--- config.mk ---
export PLATFORM = sky130hd
export DESIGN_NAME = key_debounce_press_classifier
export DESIGN_NICKNAME = d
export VERILOG_FILES = /design/src/design/kdpc_pkg.sv /design/src/design/key_debounce_press_classifier.sv /design/src/design/kdpc_key_update.sv
export SDC_FILE = /design/constraint.sdc
export NUM_CORES = 1
export LEC_CHECK = 0
export BUFFER_PORTS_ARGS = -buffer_cell sky130_fd_sc_hd__clkbuf_2
export CORE_UTILIZATION = 25
export DETAILED_ROUTE_END_ITERATION = 10
export GPL_ROUTABILITY_DRIVEN = 0
export REMOVE_ABC_BUFFERS = 1
export SYNTH_ARGS = -nofsm -noshare
export SYNTH_HDL_FRONTEND = slang
export SYNTH_SLANG_ARGS = --single-unit
--- constraint.sdc ---
create_clock -name clock -period 6.29 [get_ports clock]
set_input_delay 1.258 -clock clock [delete_from_list [all_inputs] [get_ports clock]]
set_output_delay 1.258 -clock clock [all_outputs]
set_load 0.01 [all_outputs]
--- src/design/kdpc_pkg.sv ---
`timescale 1ns / 1ps
// ----------------------------------------------------------------------------
// kdpc_pkg: shared types and constants for the key debounce/press classifier
// Widths, opcodes, press-state codes, register indexes and the layout of one
// per-key counter entry.
// ----------------------------------------------------------------------------
package kdpc_pkg;

   // Key array and counter sizing
   localparam int KEY_COUNT   = 5;
   localparam int COUNT_WIDTH = 16;
   localparam int KEY_IDX_W   = (KEY_COUNT > 1) ? $clog2(KEY_COUNT) : 1;

   // Fixed field widths
   localparam int OP_W      = 2;
   localparam int SEL_W     = 3;
   localparam int CFG_W     = 16;
   localparam int CSR_IDX_W = 2;
   localparam int STATE_W   = 3;
   localparam int STATES_W  = STATE_W * KEY_COUNT;

   // Compare widths
   localparam int SEL_CMP_W = (KEY_IDX_W > SEL_W) ? KEY_IDX_W : SEL_W;
   localparam int CNT_CMP_W = (COUNT_WIDTH > CFG_W) ? COUNT_WIDTH : CFG_W;

   // Stream data widths, padded to whole bytes; the user width is not padded
   localparam int REQ_TDATA_W = ((KEY_COUNT + 7) / 8) * 8;
   localparam int REQ_TUSER_W = OP_W + SEL_W;
   localparam int RSP_TDATA_W = ((STATES_W + 7) / 8) * 8;

   // Register reset values
   localparam logic [CFG_W-1:0] DEBOUNCE_RST   = CFG_W'(2);
   localparam logic [CFG_W-1:0] LONG_PRESS_RST = CFG_W'(100);
   localparam logic             RELEASED_RST   = 1'b1;

   typedef enum logic [OP_W-1:0] {
      OP_SCAN      = 2'd0,
      OP_CLEAR_ONE = 2'd1,
      OP_CLEAR_ALL = 2'd2,
      OP_NOP       = 2'd3
   } op_type;

   typedef enum logic [STATE_W-1:0] {
      PS_RELEASE   = 3'd0,
      PS_JUST      = 3'd1,
      PS_HOLD      = 3'd2,
      PS_LONG      = 3'd3,
      PS_SHORT_REL = 3'd4
   } press_type;

   typedef enum logic [CSR_IDX_W-1:0] {
      CSR_DEBOUNCE       = 2'd0,
      CSR_LONG_PRESS     = 2'd1,
      CSR_RELEASED_LEVEL = 2'd2
   } csr_idx_type;

   typedef logic [COUNT_WIDTH-1:0] count_type;

   // One entry of the per-key counter memory
   typedef struct packed {
      logic      level;
      count_type stable;
      count_type press;
   } entry_type;

   // Live configuration handed to the update unit
   typedef struct packed {
      logic [CFG_W-1:0] debounce;
      logic [CFG_W-1:0] long_press;
      logic             released_level;
   } cfg_type;

   // Saturating increment
   function automatic count_type sat_inc(input count_type v);
      return (v == {COUNT_WIDTH{1'b1}}) ? v : v + COUNT_WIDTH'(1);
   endfunction

endpackage

--- src/design/key_debounce_press_classifier.sv ---
`timescale 1ns / 1ps
// ----------------------------------------------------------------------------
// key_debounce_press_classifier: multi-key debounce and press classifier
// Each beat runs a sweep over all keys: counters are read from a small
// synchronous memory, updated and written back; press states live in flops
// and the packed states after the sweep form one result beat.
// ----------------------------------------------------------------------------
//  channel | dir | beat contents
//  req_    | in  | tdata: key_levels; tuser: operation, key_select
//  rsp_    | out | tdata: key_states (3 bits per key)
//  csr_    | in  | write enable, register index, 16-bit write data
//
//  An item is swept as one memory read-modify-write per key, paced by the
//  single read port. The next item's sweep starts the cycle after the last
//  key of the current one issues, so items run back to back.
//  The result leaves from an output register, loaded when the last key passes
//  the update stage; a held result stalls the sweep only when the next one is done.
//  Synchronous reset clears control, registers and per-entry valid bits;
//  no clearing pass is needed.
// ----------------------------------------------------------------------------
module key_debounce_press_classifier (
   input  logic                             clock,
   input  logic                             reset,
   // request stream
   input  logic                             req_tvalid,
   output logic                             req_tready,
   input  logic [kdpc_pkg::REQ_TDATA_W-1:0] req_tdata,  // [4:0] key_levels
   input  logic [kdpc_pkg::REQ_TUSER_W-1:0] req_tuser,  // [1:0] operation, [4:2] key_select
   // result stream
   output logic                             rsp_tvalid,
   input  logic                             rsp_tready,
   output logic [kdpc_pkg::RSP_TDATA_W-1:0] rsp_tdata,  // [14:0] key_states
   // configuration writes
   input  logic                             csr_we,
   input  logic [kdpc_pkg::CSR_IDX_W-1:0]   csr_index,
   input  logic [kdpc_pkg::CFG_W-1:0]       csr_wdata
);
   import kdpc_pkg::*;

   localparam logic [KEY_IDX_W-1:0] LAST_KEY = KEY_IDX_W'(KEY_COUNT - 1);

   // Configuration registers
   cfg_type cfg_ff;

   // Issue stage: item being swept
   logic                   a_busy_ff;
   logic [KEY_IDX_W-1:0]   a_key_ff;
   op_type                 a_op_ff;
   logic [KEY_COUNT-1:0]   a_levels_ff;
   logic [SEL_W-1:0]       a_sel_ff;

   // Update stage
   logic                   b_valid_ff;
   logic                   b_last_ff;
   logic [KEY_IDX_W-1:0]   b_key_ff;
   op_type                 b_op_ff;
   logic                   b_level_ff;
   logic [SEL_W-1:0]       b_sel_ff;

   // Counter memory with per-entry valid bits
   entry_type              mem [KEY_COUNT];
   logic [KEY_COUNT-1:0]   entry_valid_ff;
   entry_type              rd_data_ff;
   logic                   rd_valid_ff;

   // Press states and result register
   press_type              press_state_ff [KEY_COUNT];
   press_type              press_state_in [KEY_COUNT];
   logic                   rsp_valid_ff;
   logic                   rsp_valid_in;
   logic [STATES_W-1:0]    rsp_data_ff;
   logic [STATES_W-1:0]    states_in;

   logic                   stall;
   logic                   a_issue;
   logic                   a_last;
   logic                   req_fire;
   logic                   b_fire;
   entry_type              cur_entry;
   entry_type              new_entry;
   press_type              new_state;
   logic                   entry_we;
   logic                   wr_en;
   logic                   sel_hit;

   // Handshake and pipeline control
   assign stall      = b_valid_ff && b_last_ff && rsp_valid_ff && !rsp_tready;
   assign a_last     = a_key_ff == LAST_KEY;
   assign a_issue    = a_busy_ff && !stall;
   assign req_tready = (!a_busy_ff || a_last) && !stall;
   assign req_fire   = req_tvalid && req_tready;
   assign b_fire     = b_valid_ff && !stall;

   // Configuration port
   always_ff @(posedge clock) begin
      if (reset) begin
         cfg_ff.debounce       <= DEBOUNCE_RST;
         cfg_ff.long_press     <= LONG_PRESS_RST;
         cfg_ff.released_level <= RELEASED_RST;
      end else if (csr_we) begin
         case (csr_idx_type'(csr_index))
            CSR_DEBOUNCE:       cfg_ff.debounce       <= csr_wdata;
            CSR_LONG_PRESS:     cfg_ff.long_press     <= csr_wdata;
            CSR_RELEASED_LEVEL: cfg_ff.released_level <= csr_wdata[0];
            default: begin
            end
         endcase
      end
   end

   // Issue stage: load an item, then step the key index
   always_ff @(posedge clock) begin
      if (reset) begin
         a_busy_ff <= 1'b0;
         a_key_ff  <= '0;
      end else begin
         if (req_fire) begin
            a_busy_ff <= 1'b1;
            a_key_ff  <= '0;
         end else if (a_issue) begin
            a_busy_ff <= !a_last;
            a_key_ff  <= a_last ? '0 : a_key_ff + KEY_IDX_W'(1);
         end
      end
   end

   always_ff @(posedge clock) begin
      if (req_fire) begin
         a_op_ff     <= op_type'(req_tuser[OP_W-1:0]);
         a_sel_ff    <= req_tuser[OP_W +: SEL_W];
         a_levels_ff <= req_tdata[KEY_COUNT-1:0];
      end
   end

   // Update stage control
   always_ff @(posedge clock) begin
      if (reset) begin
         b_valid_ff <= 1'b0;
      end else if (!stall) begin
         b_valid_ff <= a_busy_ff;
      end
   end

   always_ff @(posedge clock) begin
      if (a_issue) begin
         b_last_ff  <= a_last;
         b_key_ff   <= a_key_ff;
         b_op_ff    <= a_op_ff;
         b_level_ff <= a_levels_ff[a_key_ff];
         b_sel_ff   <= a_sel_ff;
      end
   end

   // Counter memory: write back from update stage, registered read with bypass
   assign wr_en = b_fire && entry_we;

   always_ff @(posedge clock) begin
      if (wr_en) begin
         mem[b_key_ff] <= new_entry;
      end
      if (a_issue) begin
         if (wr_en && (b_key_ff == a_key_ff)) begin
            rd_data_ff <= new_entry;
         end else begin
            rd_data_ff <= mem[a_key_ff];
         end
      end
   end

   always_ff @(posedge clock) begin
      if (reset) begin
         entry_valid_ff <= '0;
         rd_valid_ff    <= 1'b0;
      end else begin
         if (wr_en) begin
            entry_valid_ff[b_key_ff] <= 1'b1;
         end
         if (a_issue) begin
            rd_valid_ff <= entry_valid_ff[a_key_ff] || (wr_en && (b_key_ff == a_key_ff));
         end
      end
   end

   // Never-written entries read as the reset contents
   always_comb begin
      if (rd_valid_ff) begin
         cur_entry = rd_data_ff;
      end else begin
         cur_entry.level  = RELEASED_RST;
         cur_entry.stable = '0;
         cur_entry.press  = '0;
      end
   end

   assign sel_hit = SEL_CMP_W'(b_sel_ff) == SEL_CMP_W'(b_key_ff);

   kdpc_key_update u_update (
      .cur_entry (cur_entry),
      .cur_state (press_state_ff[b_key_ff]),
      .level     (b_level_ff),
      .op        (b_op_ff),
      .sel_hit   (sel_hit),
      .cfg       (cfg_ff),
      .new_entry (new_entry),
      .new_state (new_state),
      .entry_we  (entry_we)
   );

   // Press states after this key's update, packed for the result
   always_comb begin
      for (int k = 0; k < KEY_COUNT; k++) begin
         press_state_in[k] = press_state_ff[k];
         if (b_fire && (b_key_ff == KEY_IDX_W'(k))) begin
            press_state_in[k] = new_state;
         end
         states_in[STATE_W*k +: STATE_W] = press_state_in[k];
      end
   end

   always_ff @(posedge clock) begin
      if (reset) begin
         for (int k = 0; k < KEY_COUNT; k++) begin
            press_state_ff[k] <= PS_RELEASE;
         end
      end else begin
         press_state_ff <= press_state_in;
      end
   end

   // Result register
   always_comb begin
      rsp_valid_in = rsp_valid_ff && !rsp_tready;
      if (b_fire && b_last_ff) begin
         rsp_valid_in = 1'b1;
      end
   end

   always_ff @(posedge clock) begin
      if (reset) begin
         rsp_valid_ff <= 1'b0;
      end else begin
         rsp_valid_ff <= rsp_valid_in;
      end
   end

   always_ff @(posedge clock) begin
      if (b_fire && b_last_ff) begin
         rsp_data_ff <= states_in;
      end
   end

   assign rsp_tvalid = rsp_valid_ff;
   assign rsp_tdata  = RSP_TDATA_W'(rsp_data_ff);

   // Checks
   a_accept_starts_sweep: assert property (@(posedge clock) disable iff (reset)
      req_fire |=> a_busy_ff && (a_key_ff == '0))
      else $error("accepted beat did not start a sweep at key 0");

   a_last_key_gives_result: assert property (@(posedge clock) disable iff (reset)
      b_fire && b_last_ff |=> rsp_valid_ff)
      else $error("finished sweep produced no result");

   a_stall_holds_update: assert property (@(posedge clock) disable iff (reset)
      stall |=> b_valid_ff && $stable(b_key_ff) && $stable(b_last_ff))
      else $error("update stage moved during a stall");

   a_no_accept_mid_sweep: assert property (@(posedge clock) disable iff (reset)
      a_busy_ff && !a_last |-> !req_tready)
      else $error("beat accepted while a sweep was still issuing");

endmodule

--- src/design/kdpc_key_update.sv ---
`timescale 1ns / 1ps
// ----------------------------------------------------------------------------
// kdpc_key_update: per-key debounce and press classification
// Takes one key's counter entry and press state plus the operation, returns
// the updated entry, its write enable and the new press state.
// ----------------------------------------------------------------------------
module kdpc_key_update (
   input  kdpc_pkg::entry_type cur_entry,
   input  kdpc_pkg::press_type cur_state,
   input  logic                level,
   input  kdpc_pkg::op_type    op,
   input  logic                sel_hit,
   input  kdpc_pkg::cfg_type   cfg,
   output kdpc_pkg::entry_type new_entry,
   output kdpc_pkg::press_type new_state,
   output logic                entry_we
);
   import kdpc_pkg::*;

   count_type stable_n;
   count_type press_n;
   logic      settled;
   logic      pressed;
   logic      clearable;

   always_comb begin
      // stable counter restarts on any level change
      stable_n  = (level != cur_entry.level) ? '0 : sat_inc(cur_entry.stable);
      press_n   = sat_inc(cur_entry.press);
      settled   = CNT_CMP_W'(stable_n) >= CNT_CMP_W'(cfg.debounce);
      pressed   = level != cfg.released_level;
      clearable = (cur_state == PS_JUST) || (cur_state == PS_SHORT_REL);

      new_entry = cur_entry;
      new_state = cur_state;
      entry_we  = 1'b0;

      case (op)
         OP_SCAN: begin
            entry_we         = 1'b1;
            new_entry.level  = level;
            new_entry.stable = stable_n;
            if (settled) begin
               if (pressed) begin
                  new_entry.press = press_n;
                  if (press_n == COUNT_WIDTH'(1)) begin
                     new_state = PS_JUST;
                  end else if (CNT_CMP_W'(press_n) >= CNT_CMP_W'(cfg.long_press)) begin
                     new_state = PS_LONG;
                  end else if (cur_state != PS_LONG) begin
                     new_state = PS_HOLD;
                  end
               end else begin
                  // release: short or long depending on the count reached
                  if ((cur_state == PS_HOLD) || (cur_state == PS_JUST) ||
                      (cur_state == PS_LONG)) begin
                     new_state = (CNT_CMP_W'(cur_entry.press) < CNT_CMP_W'(cfg.long_press))
                                 ? PS_SHORT_REL : PS_RELEASE;
                  end
                  new_entry.press = '0;
               end
            end
         end
         OP_CLEAR_ONE: begin
            if (sel_hit && clearable) begin
               new_state = PS_RELEASE;
            end
         end
         OP_CLEAR_ALL: begin
            if (clearable) begin
               new_state = PS_RELEASE;
            end
         end
         default: begin
         end
      endcase
   end

endmodule

# Yosys cells after proc, flatten, opt, wreduce, memory -nomap -nowiden
# Memory sizes are Yosys's and may differ from the RTL's. A register that Yosys moved wholly into a read port is not among the register bits.
# Cells that the tools add are included.
dict set report totals {
  n_memories 1
  mem_bits_rw 165
  output_inout_bits 18
  in_bits 36
  ff_bits 95
}
# name depth width read_ports rd_ports_with_merged_regs write_ports line
set memory_table {}
lappend memory_table {mem 5 33 1 1 1 key_debounce_press_classifier.sv:61} ;# entry_type mem [KEY_COUNT];
dict set report op_classes {
  addsub 3
  n_reduce_logical 35
  n_bitwise 2
  n_lt_le_gt_ge 7
  n_mux 38
  eq_ne 21
}
# op n
set ops {}
lappend ops {{$mux 16} 5}
lappend ops {{$mux 33} 2}
lappend ops {{$mux 3} 17}
lappend ops {{$add 16x1->16 const B} 2}
lappend ops {{$eq 16x16->1 const B} 2}
lappend ops {{$ge 16x16->1} 2}
lappend ops {{$logic_and 1x1->1} 18}
lappend ops {{$eq 16x1->1 const B} 1}
lappend ops {{$lt 16x16->1} 1}
lappend ops {{$eq 3x2->1 const B} 4}
lappend ops {{$bmux 3 s3} 1}
lappend ops {{$eq 3x3->1 const B} 3}
lappend ops {{$mux 1} 9}
lappend ops {{$pmux 3 s3} 1}
lappend ops {{$lt 3x4->1 const B} 2}
lappend ops {{$bmux 1 s3} 2}
lappend ops {{$eq 3x1->1 const B} 2}
lappend ops {{$eq 3x3->1} 2}
lappend ops {{$reduce_and 2->1} 3}
lappend ops {{$logic_or 1x1->1} 5}
lappend ops {{$or 5x5->5} 1}
lappend ops {{$eq 2x1->1 const B} 2}
lappend ops {{$eq 2x2->1 const B} 2}
lappend ops {{$ge 4x4->1 const B} 1}
lappend ops {{11 further kinds} 16}

# Longest topological paths before layout
dict set report logic_depth {
  ltp_word 12
  mapped_depth 24
  ltp_nobuf 18
}

# By module
# Synthesis repeated with hierarchy kept, for this count alone.
dict set report hier_totals {
  hier_cells 1225
  area_unflattened_um2 14407.6
}
# mod seq_area_each_um2 area_per_inst_um2 n_inst cells_per_inst
set modules_own_cells {}
lappend modules_own_cells {key_debounce_press_classifier 8197.9 11569.8 1 802}
lappend modules_own_cells {kdpc_key_update 0.0 2837.7 1 423}

# Worst setup path after synthesis
# OpenSTA, ideal clock, no wires.
dict set report synth_timing {
  kind {register to register}
  start {register, netlist name rd_valid_ff}
  end {register, netlist name rd_data_ff[0]}
  synth_period_minus_slack_ns 4.672
  path_stages_with_launch 22
  path_buffers 6
  arrival_ns 4.418
  required_ns 6.036
  setup_slack_ns 1.618
  cell_sequence {dfxtp_1 > buf_4 > buf_4 > buf_6 > buf_4 > and2_1 > ha_1 > and4_1 > nand4_1 > o311ai_2 > xnor2_1 > nor2_1 > ha_1 > a2111oi_0 > nor3_1 > a211oi_1 > o21a_1 > buf_2 > nor2_1 > clkbuf_1 > a31o_2 > a21o_1}
}

==> summary.log <==
INFO  floorplan      ios=54
INFO  setup_path     path_cells=buf_4 -> nand2_1 -> inv_1 -> ha_1 -> nand4_4 -> nor3_2 -> a21oi_1 -> and3_1 -> xnor2_1 -> ha_1 -> a21o_1 -> a211oi_1 -> o211ai_1 -> a2111oi_0 -> buf_4 -> nand3_1 -> a311oi_1 -> nor2_1
INFO  setup_path     crit_required=6.59ns
INFO  grt            grt_antenna_before_repair=0
INFO  sta            worst_slew_margin_rel=28.0%
INFO  setup_path     regToRegSetupSlack=0.98ns
INFO  detailed_routing remaining_drc_errors=0
INFO  clock_network  root_buffer=sky130_fd_sc_hd__clkbuf_16
INFO  detailed_routing drtAntennaViolNets=0
INFO  clock_network  cts.hold.buffers_added=0
INFO  synth          synth.cell_area=14300um^2
INFO  layout         finalInstanceArea=16400um^2
INFO  synth          ys_dominant_reg_cell=sky130_fd_sc_hd__edfxtp_1
INFO  floorplan      floorplan.core_area=56500um^2
INFO  synth          ys_seq_area_share=57.2%
INFO  sta            fmax=0.188GHz
INFO  floorplan      die_y=242um
INFO  clock_network  cts_resized=0
INFO  layout         nFillCells=5770
INFO  setup_path     setup.worst_path.start=rd_valid_ff
INFO  sta            final_max_slew_viol_count=0
INFO  placed_design  dp.final_hpwl=22.8mm
INFO  setup_path     cp_slowest_cell=sky130_fd_sc_hd__dfxtp_2
INFO  grt            grt_overflow=0
INFO  synth          synth.yosys.warnings=0
INFO  grt            grt_util_all_layers=11.6%
INFO  hold_path      whs_endpoint=b_sel_ff[1]
INFO  synth          synth-compound-area-share=10.7%
INFO  clock_network  cts.repair_timing.setup_buffer_count=0
INFO  synth          main_combinational_cell_family_by_area_after_synthesis=simple AND/OR/NAND/NOR gates
INFO  power          power.leakage=5.57nW
INFO  setup_path     worst_ep_arrival_time=5.61ns
INFO  layout         proportion_of_layout_cells_with_a_drive_suffix_above_1=15.7%
INFO  grt            grt_pass1_vias=9465
INFO  sta            post-route-period-util=84.5%
INFO  detailed_routing routed_via_density=4.77
INFO  placed_design  port_buffers=49
INFO  synth          synth.distinct_cells=82
INFO  hold_path      min_delay_worst_type=reg2reg
INFO  detailed_routing avgRoutedWirePerCell=17.0um
INFO  floorplan      dieArea=58300um^2
INFO  setup_path     end_of_the_worst_register_to_register_path=rsp_data_ff[3]
INFO  synth          ys_ff_latch=293
INFO  synth          async_reset_ff_share=0%
INFO  clock_network  cts_htree_levels=1
INFO  setup_path     cp-start-kind=flop
INFO  sta            setup_repair_after_global_routing_missed_its_margin=no
INFO  layout         area_growth_syn_to_layout=14.6%
INFO  detailed_routing drt_iter0_markers=759
INFO  clock_network  clock_latency_on_the_worst_skew_pair=0.57ns
INFO  placed_design  post_dp_cell_area=15400um^2
INFO  synth          synthMuxAreaShare=7.65%
INFO  synth          yosys.area_share.simple=14.4%
INFO  power          worst_ir_drop_on_vdd=0.222mV
INFO  sta            tightest_slew=1.08ns
INFO  floorplan      placement_row_count=87
INFO  grt            grt_max_degree=68
INFO  setup_path     critPathMaxStageDelay=0.46ns
INFO  setup_path     timing.critical_path.to_type=flop
INFO  layout         design.final.nets=1334
INFO  setup_path     timing.rr.start=rd_valid_ff
INFO  sta            finalSetupViolations=0
INFO  sta            setup-tns-final=0ns
INFO  synth          synth_enable_flop_cells=233
INFO  clock_network  clock_sinks=293
INFO  synth          post_synth.cell_area_avg=11.9um^2
INFO  detailed_routing via_count=9670
INFO  synth          fraction_of_the_mapped_netlist_area_in_adder_cells=4.45%
INFO  clock_network  cts_inserted_buffers=31
INFO  setup_path     critical_path_class=reg2reg
INFO  synth          postSynthCellCount=1210
INFO  setup_path     critical_path.max_fanout=40
INFO  clock_network  cts_max_path_buffers=3
INFO  flow_run       max-cap-violations=0
INFO  hold_path      hold_path_startpoint=a_sel_ff[1]
INFO  sta            final_hold_viol_count=0
INFO  synth          synth_xor_xnor_area_share=2.31%
INFO  floorplan      start_util=25.4%
INFO  detailed_routing detailedRoute.firstPassIterationCount=5
INFO  sta            finalCriticalPeriod=5.31ns
INFO  status         run_status=complete, no violations
INFO  setup_path     reg2reg_depth=18
INFO  power          power_per_cell_area=253nW/um^2
INFO  detailed_routing wl=34.4mm
INFO  grt            grt_pass1_wl=54.2mm
INFO  sta            finClkSkew=0.0120ns
INFO  hold_path      hold-path-cell-count=0
INFO  floorplan      dieWidth=242um
INFO  clock_network  tritoncts=built
INFO  layout         antenna_diode_count=0
INFO  clock_network  worst_setup_hold_path_clk_slew=0.06ns
==> stage by stage <==
step	util, %	total power (W)	hold slack, ns	setup WS, ns	cells
3_3_place_gp	27.3	0.00240	0.420	1.13	1970
5_1_grt	29.1	0.00429	0.439	0.436	2027
2_1_floorplan	-	0.00231	0.400	0.314	1147
4_1_cts	29.1	0.00419	0.432	0.986	2027
3_5_place_dp	27.3	0.00240	0.418	1.03	1970
6_report	29.1	0.00416	0.427	0.978	2027
==> cell usage in the layout (no fill, tap or decap), types with 16 or more instances in the layout <==
master,netlist,final
sky130_fd_sc_hd__nand3_1,38,38
sky130_fd_sc_hd__nor2b_1,19,19
sky130_fd_sc_hd__nor2_1,85,80
sky130_fd_sc_hd__clkbuf_16,0,31
sky130_fd_sc_hd__a21oi_1,58,58
sky130_fd_sc_hd__dfxtp_1,60,56
sky130_fd_sc_hd__buf_4,4,18
sky130_fd_sc_hd__nand2_1,162,162
sky130_fd_sc_hd__mux4_2,34,34
sky130_fd_sc_hd__a211oi_1,17,17
sky130_fd_sc_hd__nor3_1,17,16
sky130_fd_sc_hd__a21o_1,20,20
sky130_fd_sc_hd__clkbuf_2,0,51
sky130_fd_sc_hd__o21ai_0,30,30
sky130_fd_sc_hd__ha_1,51,51
sky130_fd_sc_hd__edfxtp_1,233,233
sky130_fd_sc_hd__a31oi_1,17,17
sky130_fd_sc_hd__mux2i_1,32,32
sky130_fd_sc_hd__inv_1,50,49
sky130_fd_sc_hd__xnor2_1,26,26
==> kinds of logic after synthesis <==
group / after synthesis
adder cells (fa/ha/maj): 51
multiplexers: 67
AND/OR/NAND/NOR: 418
buffers and inverters: 113
AO/OA/AOI/OAI: 230
flip-flops: 293
other: 1
XOR/XNOR: 37
==> final cells by class <==
class / count / area (um^2) / share of cell area, %
flip-flops and latches: 293 / 8200 / 49.9
well taps: 756 / 946 / 5.76
repair buffers: 67 / 380 / 2.31
clock inverters: 16 / 143 / 0.868
inverters: 50 / 188 / 1.14
clock buffers: 41 / 856 / 5.21
multi-input cells: 804 / 5720 / 34.8
==> where the power goes <==
group	internal (W)	leakage (nW)	switching, W
registers	0.00212	2.50	0.0000340
logic	0.0000808	2.57	0.000130
clock network	0.00104	0.499	0.000760
total	0.00323	5.57	0.000924
==> critical path, delay by kind of cell (launching register included) <==
kind            cells  cell delay (ns)
flops               1             0.46
xor+xnor            1             0.24
simple gates        6             1.30
fa+ha+maj           2             0.63
compound gates      6             1.52
buf+inv             3             0.86
==> sequential cells by signal, summed over array words and instances (netlist names), 3 cells and up <==
register,flops
a_key_ff,3
a_levels_ff,5
a_sel_ff,3
b_key_ff,3
b_sel_ff,3
cfg_ff,33
entry_valid_ff,5
mem,165
press_state_ff,15
rd_data_ff,33
rsp_data_ff,15
==> worst max-delay path by stage <==
stage                     depth (start not counted)  slack [ns]               to
after floorplan                                   4        0.31   rd_data_ff[16]
after global placement                           18        1.13   rsp_data_ff[3]
after detailed placement                         15        1.03   rsp_data_ff[8]
after CTS                                        15        0.99   rsp_data_ff[8]
after global routing                             16        0.44  rsp_data_ff[12]
final                                            18        0.98   rsp_data_ff[3]
==> Yosys cell counts (19+ instances only) <==
| cell type | count | area, um^2 |
|---|---|---|
| sky130_fd_sc_hd__a21o_1 | 20 | 150 |
| sky130_fd_sc_hd__a21oi_1 | 58 | 290 |
| sky130_fd_sc_hd__clkbuf_1 | 42 | 158 |
| sky130_fd_sc_hd__dfxtp_1 | 60 | 1200 |
| sky130_fd_sc_hd__edfxtp_1 | 233 | 7000 |
| sky130_fd_sc_hd__ha_1 | 51 | 638 |
| sky130_fd_sc_hd__inv_1 | 50 | 188 |
| sky130_fd_sc_hd__mux2i_1 | 32 | 320 |
| sky130_fd_sc_hd__mux4_2 | 34 | 766 |
| sky130_fd_sc_hd__nand2_1 | 162 | 608 |
| sky130_fd_sc_hd__nand3_1 | 38 | 190 |
| sky130_fd_sc_hd__nor2_1 | 85 | 319 |
| sky130_fd_sc_hd__nor2b_1 | 19 | 119 |
| sky130_fd_sc_hd__o21ai_0 | 30 | 150 |
| sky130_fd_sc_hd__xnor2_1 | 26 | 228 |
==> per-layer routing <==
| metal | up-vias | share of wire [%] | global-route usage [%] |
|---|---|---|---|
| li1 | 4602 | - | - |
| met1 | 4797 | 47 | 16.1 |
| met2 | 228 | 47 | 19.2 |
| met3 | 43 | 4.5 | 1.71 |
| met4 | 0 | 1.6 | 2.42 |
| met5 | - | 0 | 0 |
Note: power is estimated with default switching activity, not from simulation.
